**src/rtl/etfd_pkg.sv**
```systemverilog
package etfd_pkg;

  localparam int FRAME_BYTES = 10;
  localparam int IDX_W       = $clog2(FRAME_BYTES);
  localparam int STORE_DEPTH = FRAME_BYTES - 1;

  localparam logic [7:0] CRC_POLY = 8'hD5;

  localparam logic [1:0] OP_BYTE  = 2'd0;
  localparam logic [1:0] OP_FLUSH = 2'd1;
  localparam logic [1:0] OP_TICK  = 2'd2;

  localparam logic [1:0] EV_NONE = 2'd0;
  localparam logic [1:0] EV_GOOD = 2'd1;
  localparam logic [1:0] EV_BAD  = 2'd2;

  localparam logic [1:0] CMD_NONE = 2'd0;
  localparam logic [1:0] CMD_GOOD = 2'd1;
  localparam logic [1:0] CMD_BAD  = 2'd2;
  localparam logic [1:0] CMD_TICK = 2'd3;

  localparam int VOLT_FINE   = 10;
  localparam int VOLT_COARSE = 100;
  localparam int CURR_SCALE  = 10;
  localparam int ERPM_SCALE  = 100;

  localparam logic [15:0] AGE_MAX = 16'hFFFF;

  localparam int QUEUE_DEPTH = 2;
  localparam int QPTR_W      = $clog2(QUEUE_DEPTH);
  localparam int QCNT_W      = $clog2(QUEUE_DEPTH + 1);

  typedef struct packed {
    logic [1:0] operation;
    logic [7:0] rx_byte;
  } req_t;

  typedef struct packed {
    logic [1:0]  frame_event;
    logic [7:0]  temp_c;
    logic [22:0] voltage_mv;
    logic [19:0] current_ma;
    logic [15:0] consumption_mah;
    logic [22:0] erpm;
    logic        data_valid;
    logic [31:0] crc_error_count;
    logic [31:0] good_frame_count;
  } rsp_t;

  typedef struct packed {
    logic [1:0]  kind;
    logic [7:0]  temp;
    logic [15:0] volt_raw;
    logic [15:0] curr_raw;
    logic [15:0] cons_raw;
    logic [15:0] erpm_raw;
  } cmd_t;

  typedef struct packed {
    logic [15:0] stale_limit_ms;
    logic [19:0] volt_min_mv;
    logic [19:0] volt_max_mv;
  } cfg_t;

  typedef struct packed {
    logic              full;
    logic              empty;
    logic [QCNT_W-1:0] count;
  } qstat_t;

  function automatic logic [7:0] crc8_step(logic [7:0] crc, logic [7:0] b);
    logic [7:0] c;
    c = crc ^ b;
    for (int k = 0; k < 8; k++) begin
      c = c[7] ? ((c << 1) ^ CRC_POLY) : (c << 1);
    end
    return c;
  endfunction

endpackage

```
**src/rtl/etfd_front.sv**
```systemverilog
module etfd_front (
  input  logic          clk,
  input  logic          rst,
  input  logic          req_valid,
  output logic          req_stall,
  input  etfd_pkg::req_t req,
  input  logic          full,
  output logic          push,
  output etfd_pkg::cmd_t push_cmd
);
  import etfd_pkg::*;

  localparam logic [IDX_W-1:0] LAST_IDX = IDX_W'(FRAME_BYTES - 1);

  logic [IDX_W-1:0] byte_index;
  logic [IDX_W-1:0] byte_index_next;
  logic [7:0]       running_crc;
  logic [7:0]       running_crc_next;
  logic [7:0]       frame_store [STORE_DEPTH];
  logic             store_wr;

  assign req_stall = full;
  assign push      = req_valid && !full;

  always_comb begin
    byte_index_next  = byte_index;
    running_crc_next = running_crc;
    store_wr         = 1'b0;
    push_cmd.kind     = CMD_NONE;
    push_cmd.temp     = frame_store[0];
    push_cmd.volt_raw = {frame_store[1], frame_store[2]};
    push_cmd.curr_raw = {frame_store[3], frame_store[4]};
    push_cmd.cons_raw = {frame_store[5], frame_store[6]};
    push_cmd.erpm_raw = {frame_store[7], frame_store[8]};
    unique case (req.operation)
      OP_BYTE: begin
        if (byte_index < LAST_IDX) begin
          store_wr         = 1'b1;
          running_crc_next = crc8_step(running_crc, req.rx_byte);
          byte_index_next  = byte_index + 1'b1;
        end else begin
          push_cmd.kind    = (running_crc == req.rx_byte) ? CMD_GOOD : CMD_BAD;
          byte_index_next  = '0;
          running_crc_next = '0;
        end
      end
      OP_FLUSH: begin
        byte_index_next  = '0;
        running_crc_next = '0;
      end
      OP_TICK: push_cmd.kind = CMD_TICK;
      default: ;
    endcase
  end

  always_ff @(posedge clk) begin
    if (rst) begin
      byte_index  <= '0;
      running_crc <= '0;
    end else if (push) begin
      byte_index  <= byte_index_next;
      running_crc <= running_crc_next;
    end
  end

  always_ff @(posedge clk) begin
    if (push && store_wr) begin
      frame_store[byte_index] <= req.rx_byte;
    end
  end

endmodule

```
**src/rtl/etfd_queue.sv**
```systemverilog
module etfd_queue (
  input  logic            clk,
  input  logic            rst,
  input  logic            push,
  input  etfd_pkg::cmd_t  push_cmd,
  input  logic            pop,
  output etfd_pkg::cmd_t  head,
  output etfd_pkg::qstat_t stat
);
  import etfd_pkg::*;

  localparam logic [QPTR_W-1:0] PTR_LAST = QPTR_W'(QUEUE_DEPTH - 1);
  localparam logic [QCNT_W-1:0] CNT_FULL = QCNT_W'(QUEUE_DEPTH);

  cmd_t              entries [QUEUE_DEPTH];
  logic [QPTR_W-1:0] wr_ptr;
  logic [QPTR_W-1:0] rd_ptr;
  logic [QCNT_W-1:0] count;

  assign stat.count = count;
  assign stat.full  = (count == CNT_FULL);
  assign stat.empty = (count == '0);
  assign head       = entries[rd_ptr];

  always_ff @(posedge clk) begin
    if (rst) begin
      wr_ptr <= '0;
      rd_ptr <= '0;
      count  <= '0;
    end else begin
      if (push) begin
        wr_ptr <= (wr_ptr == PTR_LAST) ? '0 : wr_ptr + 1'b1;
      end
      if (pop) begin
        rd_ptr <= (rd_ptr == PTR_LAST) ? '0 : rd_ptr + 1'b1;
      end
      if (push && !pop) begin
        count <= count + 1'b1;
      end else if (pop && !push) begin
        count <= count - 1'b1;
      end
    end
  end

  always_ff @(posedge clk) begin
    if (push) begin
      entries[wr_ptr] <= push_cmd;
    end
  end

endmodule

```
**src/rtl/etfd_back.sv**
```systemverilog
module etfd_back (
  input  logic           clk,
  input  logic           rst,
  input  etfd_pkg::cfg_t cfg,
  input  logic           cmd_valid,
  input  etfd_pkg::cmd_t cmd,
  output logic           pop,
  output logic           rsp_valid,
  input  logic           rsp_stall,
  output etfd_pkg::rsp_t rsp
);
  import etfd_pkg::*;

  logic [15:0] age_ms;
  logic [15:0] age_ms_next;
  rsp_t        rsp_next;
  logic [19:0] volt_x10;
  logic [22:0] volt_x100;
  logic        use_coarse;
  logic [15:0] age_inc;

  assign pop = cmd_valid && (!rsp_valid || !rsp_stall);

  assign volt_x10   = 20'(cmd.volt_raw) * 20'(VOLT_FINE);
  assign volt_x100  = 23'(cmd.volt_raw) * 23'(VOLT_COARSE);
  assign use_coarse = (volt_x10 < cfg.volt_min_mv) && (volt_x100 <= 23'(cfg.volt_max_mv));
  assign age_inc    = (age_ms < AGE_MAX) ? age_ms + 1'b1 : age_ms;

  always_comb begin
    rsp_next             = rsp;
    rsp_next.frame_event = EV_NONE;
    age_ms_next          = age_ms;
    unique case (cmd.kind)
      CMD_GOOD: begin
        rsp_next.frame_event      = EV_GOOD;
        rsp_next.temp_c           = cmd.temp;
        rsp_next.voltage_mv       = use_coarse ? volt_x100 : 23'(volt_x10);
        rsp_next.current_ma       = 20'(cmd.curr_raw) * 20'(CURR_SCALE);
        rsp_next.consumption_mah  = cmd.cons_raw;
        rsp_next.erpm             = 23'(cmd.erpm_raw) * 23'(ERPM_SCALE);
        rsp_next.data_valid       = 1'b1;
        rsp_next.good_frame_count = rsp.good_frame_count + 1'b1;
        age_ms_next               = '0;
      end
      CMD_BAD: begin
        rsp_next.frame_event     = EV_BAD;
        rsp_next.crc_error_count = rsp.crc_error_count + 1'b1;
      end
      CMD_TICK: begin
        age_ms_next = age_inc;
        if (rsp.data_valid && (age_inc > cfg.stale_limit_ms)) begin
          rsp_next.data_valid = 1'b0;
        end
      end
      default: ;
    endcase
  end

  always_ff @(posedge clk) begin
    if (rst) begin
      rsp_valid <= 1'b0;
      rsp       <= '0;
      age_ms    <= '0;
    end else begin
      if (pop) begin
        rsp_valid <= 1'b1;
        rsp       <= rsp_next;
        age_ms    <= age_ms_next;
      end else if (!rsp_stall) begin
        rsp_valid <= 1'b0;
      end
    end
  end

endmodule

```
**src/rtl/esc_telemetry_frame_decoder.sv**
```systemverilog
// A taken item is written into the queue and then popped into the registered result.
// One item is taken per cycle while the queue is not full (req_stall low); a two-entry
// queue between the front stage and the result stage absorbs result stalls.
// Reset (synchronous, rst high): frame position, CRC, counters, held telemetry, age
// and queue cleared; registers return to 500, 3000 and 60000. Frame bytes need no reset.
module esc_telemetry_frame_decoder (
  input  logic           clk,
  input  logic           rst,
  input  logic           req_valid,
  output logic           req_stall,
  input  etfd_pkg::req_t req,
  output logic           rsp_valid,
  input  logic           rsp_stall,
  output etfd_pkg::rsp_t rsp,
  input  logic           psel,
  input  logic           penable,
  input  logic           pwrite,
  input  logic [3:0]     paddr,
  input  logic [31:0]    pwdata,
  output logic [31:0]    prdata,
  output logic           pready
);
  import etfd_pkg::*;

  localparam logic [1:0] REG_STALE = 2'd0;
  localparam logic [1:0] REG_VMIN  = 2'd1;
  localparam logic [1:0] REG_VMAX  = 2'd2;

  cfg_t   cfg;
  logic   push;
  cmd_t   push_cmd;
  logic   pop;
  cmd_t   head;
  qstat_t qstat;
  logic   cfg_wr;

  assign pready = 1'b1;
  assign cfg_wr = psel && penable && pwrite;

  always_ff @(posedge clk) begin
    if (rst) begin
      cfg.stale_limit_ms <= 16'd500;
      cfg.volt_min_mv    <= 20'd3000;
      cfg.volt_max_mv    <= 20'd60000;
    end else if (cfg_wr) begin
      unique case (paddr[3:2])
        REG_STALE: cfg.stale_limit_ms <= pwdata[15:0];
        REG_VMIN:  cfg.volt_min_mv    <= pwdata[19:0];
        REG_VMAX:  cfg.volt_max_mv    <= pwdata[19:0];
        default: ;
      endcase
    end
  end

  always_comb begin
    unique case (paddr[3:2])
      REG_STALE: prdata = 32'(cfg.stale_limit_ms);
      REG_VMIN:  prdata = 32'(cfg.volt_min_mv);
      REG_VMAX:  prdata = 32'(cfg.volt_max_mv);
      default:   prdata = '0;
    endcase
  end

  etfd_front u_front (
    .clk      (clk),
    .rst      (rst),
    .req_valid(req_valid),
    .req_stall(req_stall),
    .req      (req),
    .full     (qstat.full),
    .push     (push),
    .push_cmd (push_cmd)
  );

  etfd_queue u_queue (
    .clk     (clk),
    .rst     (rst),
    .push    (push),
    .push_cmd(push_cmd),
    .pop     (pop),
    .head    (head),
    .stat    (qstat)
  );

  etfd_back u_back (
    .clk      (clk),
    .rst      (rst),
    .cfg      (cfg),
    .cmd_valid(!qstat.empty),
    .cmd      (head),
    .pop      (pop),
    .rsp_valid(rsp_valid),
    .rsp_stall(rsp_stall),
    .rsp      (rsp)
  );

`ifndef SYNTHESIS
  a_stall_full: assert property (@(posedge clk) disable iff (rst)
    req_stall == (qstat.count == QCNT_W'(QUEUE_DEPTH)))
    else $error("input stall does not match queue full");

  a_drain: assert property (@(posedge clk) disable iff (rst)
    (!qstat.empty && !rsp_valid) |=> rsp_valid)
    else $error("queued transfer not moved to output");

  a_good_valid: assert property (@(posedge clk) disable iff (rst)
    (rsp_valid && rsp.frame_event == EV_GOOD) |-> rsp.data_valid)
    else $error("good frame without data valid");

  a_pop_empty: assert property (@(posedge clk) disable iff (rst)
    pop |-> !qstat.empty)
    else $error("pop from empty queue");
`endif

endmodule

```
**config.mk**
```make
export PLATFORM = sky130hd
export DESIGN_NAME = esc_telemetry_frame_decoder
export DESIGN_NICKNAME = d
export VERILOG_FILES = /design/src/rtl/etfd_pkg.sv /design/src/rtl/etfd_front.sv /design/src/rtl/etfd_queue.sv /design/src/rtl/etfd_back.sv /design/src/rtl/esc_telemetry_frame_decoder.sv
export SDC_FILE = /design/constraint.sdc
export NUM_CORES = 1
export LEC_CHECK = 0
export ABC_AREA = 0
export BUFFER_PORTS_ARGS = -buffer_cell sky130_fd_sc_hd__buf_2
export CAP_MARGIN = 20
export CORE_MARGIN = 4
export CORE_UTILIZATION = 54
export CTS_BUF_LIST = sky130_fd_sc_hd__clkbuf_8 sky130_fd_sc_hd__clkbuf_16
export DETAILED_ROUTE_END_ITERATION = 6
export GPL_ROUTABILITY_DRIVEN = 0
export PLACE_DENSITY = 0.73
export SKIP_LAST_GASP = 1
export SYNTH_ARGS = -nofsm -noshare
export SYNTH_HDL_FRONTEND = slang
export SYNTH_SLANG_ARGS = --single-unit
```
**constraint.sdc**
```tcl
create_clock -name clk -period 6.26 [get_ports clk]
set_input_delay 0.939 -clock clk [delete_from_list [all_inputs] [get_ports clk]]
set_output_delay 0.939 -clock clk [all_outputs]
set_load 0.005 [all_outputs]
```
==> results of run 1 <==
[placed cells by master (no fill, tap or decap), types with 12 or more instances in the layout]
master,synthesis,routed
buf_4,18,22
nand3_1,43,42
mux2_2,35,35
mux2i_1,70,70
dfxtp_1,243,242
edfxtp_1,220,220
nand2_1,214,214
nor2_1,204,202
a21oi_1,149,149
nand4_1,25,25
ha_1,224,224
a211oi_1,50,50
nor3_1,32,30
o21a_1,12,12
conb_1,2,17
a211o_1,23,23
or3_1,22,22
inv_1,168,177
xnor2_1,82,82
a21o_1,30,30
buf_2,2,212
clkbuf_16,0,50
nand2b_1,13,13
fa_1,24,24
xor2_1,55,55
o21ai_0,72,72
and3_1,19,18
a22oi_1,18,18
nor4_1,13,13
[synthesized netlist by cell type, types with 8 or more instances]
master / n / area (µm²)
clkbuf_1: 64 / 240.2
nand2b_1: 13 / 81.33
mux2i_1: 70 / 700.7
nor4_1: 13 / 81.33
nand4_1: 25 / 156.4
xnor2_1: 82 / 718.2
edfxtp_1: 220 / 6606
a211oi_1: 50 / 375.4
dfxtp_1: 243 / 4865
and3_1: 19 / 118.9
and2_1: 9 / 56.30
o21a_1: 12 / 90.09
or2_2: 9 / 56.30
a211o_1: 23 / 201.4
nand3_1: 43 / 215.2
xor2_1: 55 / 481.7
inv_1: 168 / 630.6
o21ai_0: 72 / 360.4
nor2b_1: 11 / 68.82
nand2_1: 214 / 803.3
nor3b_1: 8 / 60.06
buf_1: 14 / 52.55
a21oi_1: 149 / 745.7
a22oi_1: 18 / 135.1
buf_4: 18 / 135.1
mux2_2: 35 / 394.1
nor2_1: 204 / 765.7
a21o_1: 30 / 225.2
a31oi_1: 10 / 62.56
ha_1: 224 / 2803
fa_1: 24 / 480.5
or3_1: 22 / 137.6
nor3_1: 32 / 160.2
[per-layer routing]
metal	part of all wire	vias to the layer above	routed length [µm]	global-route usage
li1	-	8456	-	-
met1	0.42	8425	23400	0.2992
met2	0.48	554	26610	0.3852
met3	0.065	137	3606	0.03985
met4	0.036	8	2025	0.08384
met5	0.00083	-	46	0
[how the worst max path moves through the flow]
stage / from / end / slack, ns / cells after the start
2_1_floorplan: flop / u_back.rsp[135]$_SDFFE_PP0P_ / 0.12 / 27
3_3_place_gp: flop / u_back.rsp[129]$_SDFFE_PP0P_ / 0.60 / 21
3_5_place_dp: flop / u_back.rsp[142]$_SDFFE_PP0P_ / 0.49 / 20
4_1_cts: flop / u_back.rsp[142]$_SDFFE_PP0P_ / 0.47 / 20
5_1_grt: flop / u_back.rsp[129]$_SDFFE_PP0P_ / 0.07 / 23
6_report: flop / u_back.rsp[142]$_SDFFE_PP0P_ / 0.45 / 20
[where the power goes]
part | switching [µW] | internal [µW] | leakage, µW
Clock | 1230 | 1640 | 0.000813
Sequential | 189 | 3540 | 0.00400
Combinational | 4460 | 3290 | 0.00641
Total | 5880 | 8470 | 0.0112
[worst register-to-register path, stage by stage, from the launching register on]
cell       delay, ns
dfxtp_4         0.44
buf_4           0.39
mux2i_1         0.38
inv_1           0.18
ha_1            0.34
ha_1            0.31
fa_1            0.47
ha_1            0.38
o21ai_0         0.11
o21ai_1         0.13
or4_4           0.46
nand2_1         0.10
xnor2_1         0.08
ha_1            0.32
nand4_1         0.12
or3_1           0.41
o221ai_1        0.20
o2111a_1        0.26
buf_4           0.25
nor3_1          0.09
a2111oi_2       0.32
[layout make-up]
type / instances / area [µm²]
Clock inverter: 37 / 329.1
Sequential cell: 463 / 11470
Fill cell: 3542 / 16370
Inverter: 168 / 630.6
Clock buffer: 51 / 1265
Multi-Input combinational cell: 1568 / 11320
Tap cell: 585 / 732.0
Timing Repair Buffer: 235 / 1240
[registers in the layout, indices dropped and copies added, names as in the netlist, named ones only]
| signal | count |
|---|---|
| cfg | 56 |
| u_back.age_ms | 16 |
| u_back.rsp | 153 |
| u_back.rsp_valid | 1 |
| u_front.byte_index | 4 |
| u_front.frame_store | 72 |
| u_front.running_crc | 8 |
| u_queue.count | 2 |
| u_queue.entries | 148 |
| u_queue.rd_ptr | 1 |
| u_queue.wr_ptr | 1 |
[logic make-up (layout without fill, tap and decap cells)]
logic type      after synthesis  in the layout  share of synthesized area
fa+ha+maj                   248            248                     0.1379
mux                         105            105                    0.04599
flops                       463            463                     0.4819
buf+inv                     269            491                    0.04683
simple gates                644            644                     0.1244
xor+xnor                    137            137                    0.05040
compound gates              417            417                     0.1123
other cells                   2             17                  0.0003155
[through the flow]
stage | setup WS [ns] | area [µm²] | utilization | cells | hold slack (ns)
after detailed placement | 0.4856 | 25390 | 0.5856 | 3018 | 0.4290
after CTS | 0.4680 | 26980 | 0.6223 | 3106 | 0.4427
final | 0.4482 | 26990 | 0.6225 | 3107 | 0.4433
after global routing | 0.06764 | 26990 | 0.6225 | 3107 | 0.4507
after floorplan | 0.1162 | 23860 | - | 2300 | 0.4215
after global placement | 0.6018 | 25390 | 0.5856 | 3018 | 0.4219
==> metrics.cfg, run 1 <==
[status]
status=completed

[sta]
fin_crit_sh=0.9284
final-max-slew-violation-count=0
worst_slew_pin_slew_ns=1.003
relSlewSlack=0.3299
rsz0062_at_grt=false
fmax_mhz=172.1
finalSetupViolCount=0
skew_ns=0.02310
tns_ns=0
timing.final.hold_violations=0
layout_min_cycle_time_ns=5.812

[setup_path]
rrSetupSlack_ns=0.45
slowest_stage=fa_1
crit_path_frequent_cell=ha_1
start_kind=flop
cp_slowest_stage_delay_ns=0.47
timing.rr.end=u_back.rsp[142]$_SDFFE_PP0P_
cp-end-kind=flop
critPathMaxFanout=22
cp_top_family=adder cells
crit_type=reg2reg
cp.required_ns=6.74
path_cells=buf_4, mux2i_1, inv_1, ha_1, ha_1, fa_1, ha_1, o21ai_0, o21ai_1, or4_4, nand2_1, xnor2_1, ha_1, nand4_1, or3_1, o221ai_1, o2111a_1, buf_4, nor3_1, a2111oi_2
cp.arrival_ns=6.30
critPathBufInv=3
reg2reg_depth=20

[detailed_routing]
vias=17580
routedWlPerCell_um=17.92
wl_mm=55.69
vias_per_cell=5.658
drtAntennaViolNets=0
firstDrtPassIters=5
drc=0
drt_iter0_markers=1318

[floorplanning]
coreArea_um2=43360
die_w_um=218.0
std_cell_rows=76
die-area_um2=47510
die_height_um=218.0
ios=245
start_util=0.5490

[placed_design]
dp_hpwl_mm=39.51
portBuffers=213

[clock_tree]
cts.sinks=463
clk_latency_ns=0.60
post_cts_buffers=0
clockBufferDepth=3
numCtsBuffers=48
hold_buffers=0
cts_root_buf=clkbuf_16
cts-resized-gates=0
cts_tree=yes
htreeDepth=2
path_clk_slew_ns=0.06

[grt]
track_usage=0.2292
grt_pass1_wl_mm=88.57
antenna_found_initial=4
grt_max_degree=119
grt_overflow=0
grt_pass1_vias=17340

[yosys]
syn_area_per_cell_um2=10.42
ys_ff_latch=463
synth-edff-count=220
synth_cells=2285
synth.distinct_cells=71
synthFlopType=dfxtp_1
syn_area_um2=23810
ys_warn_count=0
async_reset_ff_frac=0
synth_seq_area_share=0.4819

[finish]
fin_nets=2785
drive_gt1_frac=0.1491
area_growth_pct=13.39
diodes=0

[worst_hold_path]
holdPathEnd=u_queue.entries[0][40]$_DFFE_PP_
whs_path_depth=0
hp-start=u_front.frame_store[3][0]$_DFFE_PP_
worstHoldPathType=reg2reg

[run]
max-cap-violations=0

[pwr]
p_leak_uw=0.01122
powerDensity_nw_per_um2=531.4
peakVddDrop_mv=0.3901
power_uw=14340

Power figures use the tool's default switching activity.
==> run 2, diff against run 1 <==
- PLACE_DENSITY: 0.73 -> 0.77
==> run 2 against run 1 <==
  * Clock power hardly changed
  * Combinational power increased by 1%
  * Sequential cell count did not move
  * Total power is 0.37% higher
  * Clock skew fell by 0.0024 ns
  * Sequential share of layout area down 0.075 points
  * Cell count increased by 0.23%
  * Die area stayed put
  * Critical path type unchanged
  * Critical endpoint unchanged
==> metrics.cfg, run 2 (same netlist as run 1, synthesis figures left out) <==
[status]
status=completed

[clock_tree]
numCtsBuffers=49
cts.sinks=463
cts_tree=yes
path_clk_slew_ns=0.06
hold_buffers=0
htreeDepth=2
post_cts_buffers=0
clockBufferDepth=3
clk_latency_ns=0.59
cts_root_buf=clkbuf_16
cts-resized-gates=0

[detailed_routing]
vias_per_cell=5.668
vias=17650
firstDrtPassIters=6
drt_iter0_markers=1290
drtAntennaViolNets=0
drc=0
routedWlPerCell_um=17.89
wl_mm=55.70

[sta]
worst_slew_pin_slew_ns=0.9640
tns_ns=0
fin_ws_ns=0.3683
relSlewSlack=0.3389
fmax_mhz=169.7
finalSetupViolCount=0
layout_min_cycle_time_ns=5.892
skew_ns=0.02074
final-max-slew-violation-count=0
rsz0062_at_grt=false
timing.final.hold_violations=0
fin_crit_sh=0.9412

[worst_hold_path]
holdPathEnd=u_queue.entries[1][53]$_DFFE_PP_
worstHoldPathType=reg2reg
whs_path_depth=0
hp-start=u_front.frame_store[2][5]$_DFFE_PP_

[setup_path]
crit_type=reg2reg
crit_path_frequent_cell=a21oi_1
cp_slowest_stage_delay_ns=0.44
reg2reg_depth=23
critPathBufInv=4
cp.required_ns=6.73
cp_top_family=compound AO/OA/AOI/OAI gates
timing.rr.end=u_back.rsp[142]$_SDFFE_PP0P_
cp_num_cells=23
path_cells=buf_6, mux2i_1, inv_1, ha_1, ha_1, and2_1, a31o_2, a31oi_1, a21oi_1, a21oi_1, inv_1, a21oi_1, xnor2_1, ha_1, a21oi_1, nor2b_1, o21ai_0, nand4_1, a2111oi_0, o2111a_1, buf_4, nor3_1, a2111oi_2
slowest_stage=dfxtp_4
start_kind=flop
cp-end-kind=flop
critPathMaxFanout=28
cp.arrival_ns=6.36
rrSetupSlack_ns=0.37

[grt]
busiest_layer=met2
gr-usage-met2=0.3840
met3_usage=0.03637
grt_overflow=0
grt_pass1_vias=17140
antenna_found_initial=2
use_met1=0.3012
track_usage=0.2277
grt_pass1_wl_mm=88.20
grt_max_degree=130

[pwr]
p_int_uw=8455
seqPwrFrac=0.258
p_sw_frac=0.4127
powerDensity_nw_per_um2=532.4
clkPwrFrac=0.198
p_sw_uw=5942
peakVddDrop_mv=0.4464
p_comb_frac=0.544
p_leak_uw=0.01123

[finish]
layout_common_cells=dfxtp_1, ha_1, edfxtp_1, nand2_1, buf_2
final_common_cell=dfxtp_1
final_cells=3114
diodes=0
drive_gt1_frac=0.1487
top_register=u_back.rsp
num-fill-cells=3472
fin_nets=2789
top_regs=u_back.rsp: 153 flops, u_queue.entries: 148 flops, u_front.frame_store: 72 flops
largest_reg_flops=153
area_growth_pct=13.59
fin_area_um2=27040

[run]
max-cap-violations=0

[floorplanning]
coreArea_um2=43360
die-area_um2=47510
std_cell_rows=76
die_height_um=218.0
start_util=0.5490
ios=245
die_w_um=218.0

[placed_design]
dpl_cell_area_um2=25400
place_inst=3020
portBuffers=213
dp_hpwl_mm=39.64
pre_cts_ws_ns=0.3051

run 2: changes by cell type in the layout (fill, tap and decap cells not counted), moves of 2 or more:
cell      delta
clkinv_2     -6
buf_12       +2
inv_6        +3
clkinv_1     +6
clkinv_4     -2
run 2: final cells by class:
| type | count | area [µm²] | share of cell area |
|---|---|---|---|
| repair buffers | 238 | 1291 | 0.04775 |
| flip-flops and latches | 463 | 11470 | 0.4244 |
| clock inverters | 40 | 312.8 | 0.01157 |
| clock buffers | 52 | 1279 | 0.04729 |
| inverters | 168 | 630.6 | 0.02332 |
| well taps | 585 | 732.0 | 0.02707 |
| multi-input cells | 1568 | 11320 | 0.4186 |
run 2: worst max path at each step:
stage	from	to	slack (ns)
6_report	flop	u_back.rsp[142]$_SDFFE_PP0P_	0.37
5_1_grt	flop	u_back.rsp[142]$_SDFFE_PP0P_	0.04
4_1_cts	flop	u_back.rsp[142]$_SDFFE_PP0P_	0.27
3_5_place_dp	flop	u_back.rsp[143]$_SDFFE_PP0P_	0.31
3_3_place_gp	flop	u_back.rsp[142]$_SDFFE_PP0P_	0.45
2_1_floorplan	flop	u_back.rsp[135]$_SDFFE_PP0P_	0.12
run 2: metrics by stage:
stage / hold slack, ns / power (µW) / utilization
after floorplan: 0.4215 / 9590 / -
after global placement: 0.4217 / 11140 / 0.5858
after detailed placement: 0.4290 / 11450 / 0.5858
after CTS: 0.4392 / 14370 / 0.6225
after global routing: 0.4521 / 15580 / 0.6236
final: 0.4398 / 14400 / 0.6236
run 2: routing by layer:
metal	share of wire	routed length (µm)
met4	0.028	1535
met2	0.48	26810
met1	0.43	23860
met5	0.00048	27
met3	0.062	3470
run 2: power groups by stage:
stage / Clock [µW] / Sequential [µW] / Combinational, µW
6_report: 2850 / 3710 / 7840
5_1_grt: 3040 / 3750 / 8790
4_1_cts: 2900 / 3720 / 7750
3_5_place_dp: 0 / 3780 / 7670
3_3_place_gp: 0 / 3760 / 7380
2_1_floorplan: 0 / 3760 / 5830
==> run 3, diff against run 2 <==
- CORE_UTILIZATION: 54 -> 40
- PLACE_DENSITY: 0.77 -> default
==> run 3 against run 2 <==
  * Clock power rose by 12%
  * Critical path depth did not move
  * Global-route usage fell by 5.3 points
  * Sequential power barely moved
==> metrics.cfg, run 3 (same netlist as run 1, synthesis figures left out) <==
[setup_path]
rrSetupSlack_ns=0.43
cp.required_ns=6.71
start_kind=flop
cp-end-kind=flop
crit_type=reg2reg
reg2reg_depth=23
crit_path_end=u_back.rsp[135]$_SDFFE_PP0P_
cp.arrival_ns=6.28
timing.rr.end=u_back.rsp[135]$_SDFFE_PP0P_
critPathMaxFanout=24

[detailed_routing]
drc=0
vias=17240
firstDrtPassIters=5
vias_per_cell=5.215
routedWlPerCell_um=17.32
drt_iter0_markers=1029
drtAntennaViolNets=0
wl_mm=57.25

[floorplanning]
die_w_um=252.0
die-area_um2=63480
std_cell_rows=89
start_util=0.4033
coreArea_um2=59020
die_height_um=252.0
ios=245

[clock_tree]
hold_buffers=0
clockBufferDepth=3
clk_latency_ns=0.61
cts-resized-gates=0
htreeDepth=2
post_cts_buffers=0
cts_tree=yes
cts.sinks=463
numCtsBuffers=52
path_clk_slew_ns=0.07
cts_root_buf=clkbuf_16

[sta]
worst_slew_pin_slew_ns=1.118
skew_ns=0.03322
finalSetupViolCount=0
final-max-slew-violation-count=0
timing.final.hold_violations=0
fmax_mhz=171.4
tns_ns=0
fin_crit_sh=0.9320
layout_min_cycle_time_ns=5.834
relSlewSlack=0.2545
rsz0062_at_grt=false

[worst_hold_path]
worstHoldPathType=reg2reg

[finish]
final_common_cell=dfxtp_1
largest_reg_flops=153
fin_area_um2=27490
drive_gt1_frac=0.1536
area_growth_pct=15.48
num-fill-cells=5474
layout_common_cells=dfxtp_1, ha_1, edfxtp_1, nand2_1, buf_2
diodes=0
top_regs=u_back.rsp: 153 flops, u_queue.entries: 148 flops, u_front.frame_store: 72 flops
top_register=u_back.rsp
fin_nets=2791
final_core_util=0.4658

[grt]
grt_pass1_wl_mm=90.98
grt_pass1_vias=17210
grt_overflow=0
antenna_found_initial=2
track_usage=0.1750
grt_max_degree=160

[placed_design]
portBuffers=213
dp_hpwl_mm=40.79
dpl_cell_area_um2=25650

[pwr]
power_uw=14650
powerDensity_nw_per_um2=532.8
p_leak_uw=0.01132
peakVddDrop_mv=0.4122

[run]
max-cap-violations=0

[status]
status=completed

## run 3: cell count changes in the layout (fill, tap and decap cells not counted), sizes merged
cell | previous run | this run
buf | 237 | 236
clkinvlp | 6 | 5
clkbuf | 53 | 57
bufinv | 3 | 5
## run 3: how the worst min path moves through the flow
stage | slack [ns] | end | cells after the start | startpoint
final | 0.43 | u_queue.entries[1][37]$_DFFE_PP_ | 0 | u_front.frame_store[4][5]$_DFFE_PP_
after global routing | 0.45 | u_queue.entries[1][36]$_DFFE_PP_ | 0 | u_front.frame_store[4][4]$_DFFE_PP_
after floorplan | 0.42 | u_queue.entries[0][0]$_DFFE_PP_ | 0 | u_front.frame_store[8][0]$_DFFE_PP_
after detailed placement | 0.43 | u_queue.entries[0][70]$_DFFE_PP_ | 0 | u_front.frame_store[0][6]$_DFFE_PP_
after global placement | 0.42 | u_queue.entries[0][36]$_DFFE_PP_ | 0 | u_front.frame_store[4][4]$_DFFE_PP_
after CTS | 0.43 | u_queue.entries[1][36]$_DFFE_PP_ | 0 | u_front.frame_store[4][4]$_DFFE_PP_
## run 3: routing by layer
metal | routed length [µm] | vias to the layer above | global-route usage
met3 | 2694 | 89 | 0.02773
met5 | 26 | - | 0
met2 | 27720 | 358 | 0.3021
li1 | - | 8469 | -
met4 | 1224 | 4 | 0.04114
met1 | 25580 | 8320 | 0.2323
## run 3: worst max-delay path, cell delays in order (launching register included)
cell,delay (ns)
dfxtp_4,0.44
buf_6,0.32
mux2i_2,0.33
inv_1,0.16
ha_1,0.33
ha_1,0.38
and2_1,0.20
a31o_2,0.21
a31oi_1,0.26
a21oi_1,0.16
a21oi_1,0.25
inv_1,0.06
a21oi_1,0.18
xnor2_1,0.19
ha_1,0.29
a21oi_1,0.14
nor2b_1,0.06
o21ai_0,0.17
nand4_1,0.11
a2111oi_0,0.44
o2111a_1,0.36
buf_12,0.18
mux2i_1,0.30
a211oi_1,0.12
## run 3: metrics by stage
step           hold WS (ns)  instances  worst slack [ns]
2_1_floorplan        0.4215       2300            0.1162
4_1_cts              0.4268       3305            0.3035
3_3_place_gp         0.4217       3208            0.4226
5_1_grt              0.4517       3306         0.0004809
6_report             0.4335       3306            0.4258
3_5_place_dp         0.4296       3208            0.3331
## run 3: cell type report
| cell class | count | area (µm²) | share of cell area |
|---|---|---|---|
| Clock buffer | 56 | 1368 | 0.04975 |
| Clock inverter | 41 | 446.7 | 0.01625 |
| Inverter | 168 | 630.6 | 0.02294 |
| Multi-Input combinational cell | 1568 | 11320 | 0.4118 |
| Sequential cell | 463 | 11470 | 0.4174 |
| Tap cell | 773 | 967.2 | 0.03518 |
| Timing Repair Buffer | 237 | 1284 | 0.04670 |
## run 3: power by group
part / total (µW) / internal [µW] / leakage (µW) / switching (µW)
logic: 7760 / 3290 / 0.00642 / 4460
registers: 3710 / 3540 / 0.00400 / 173
clock network: 3180 / 1830 / 0.000901 / 1350
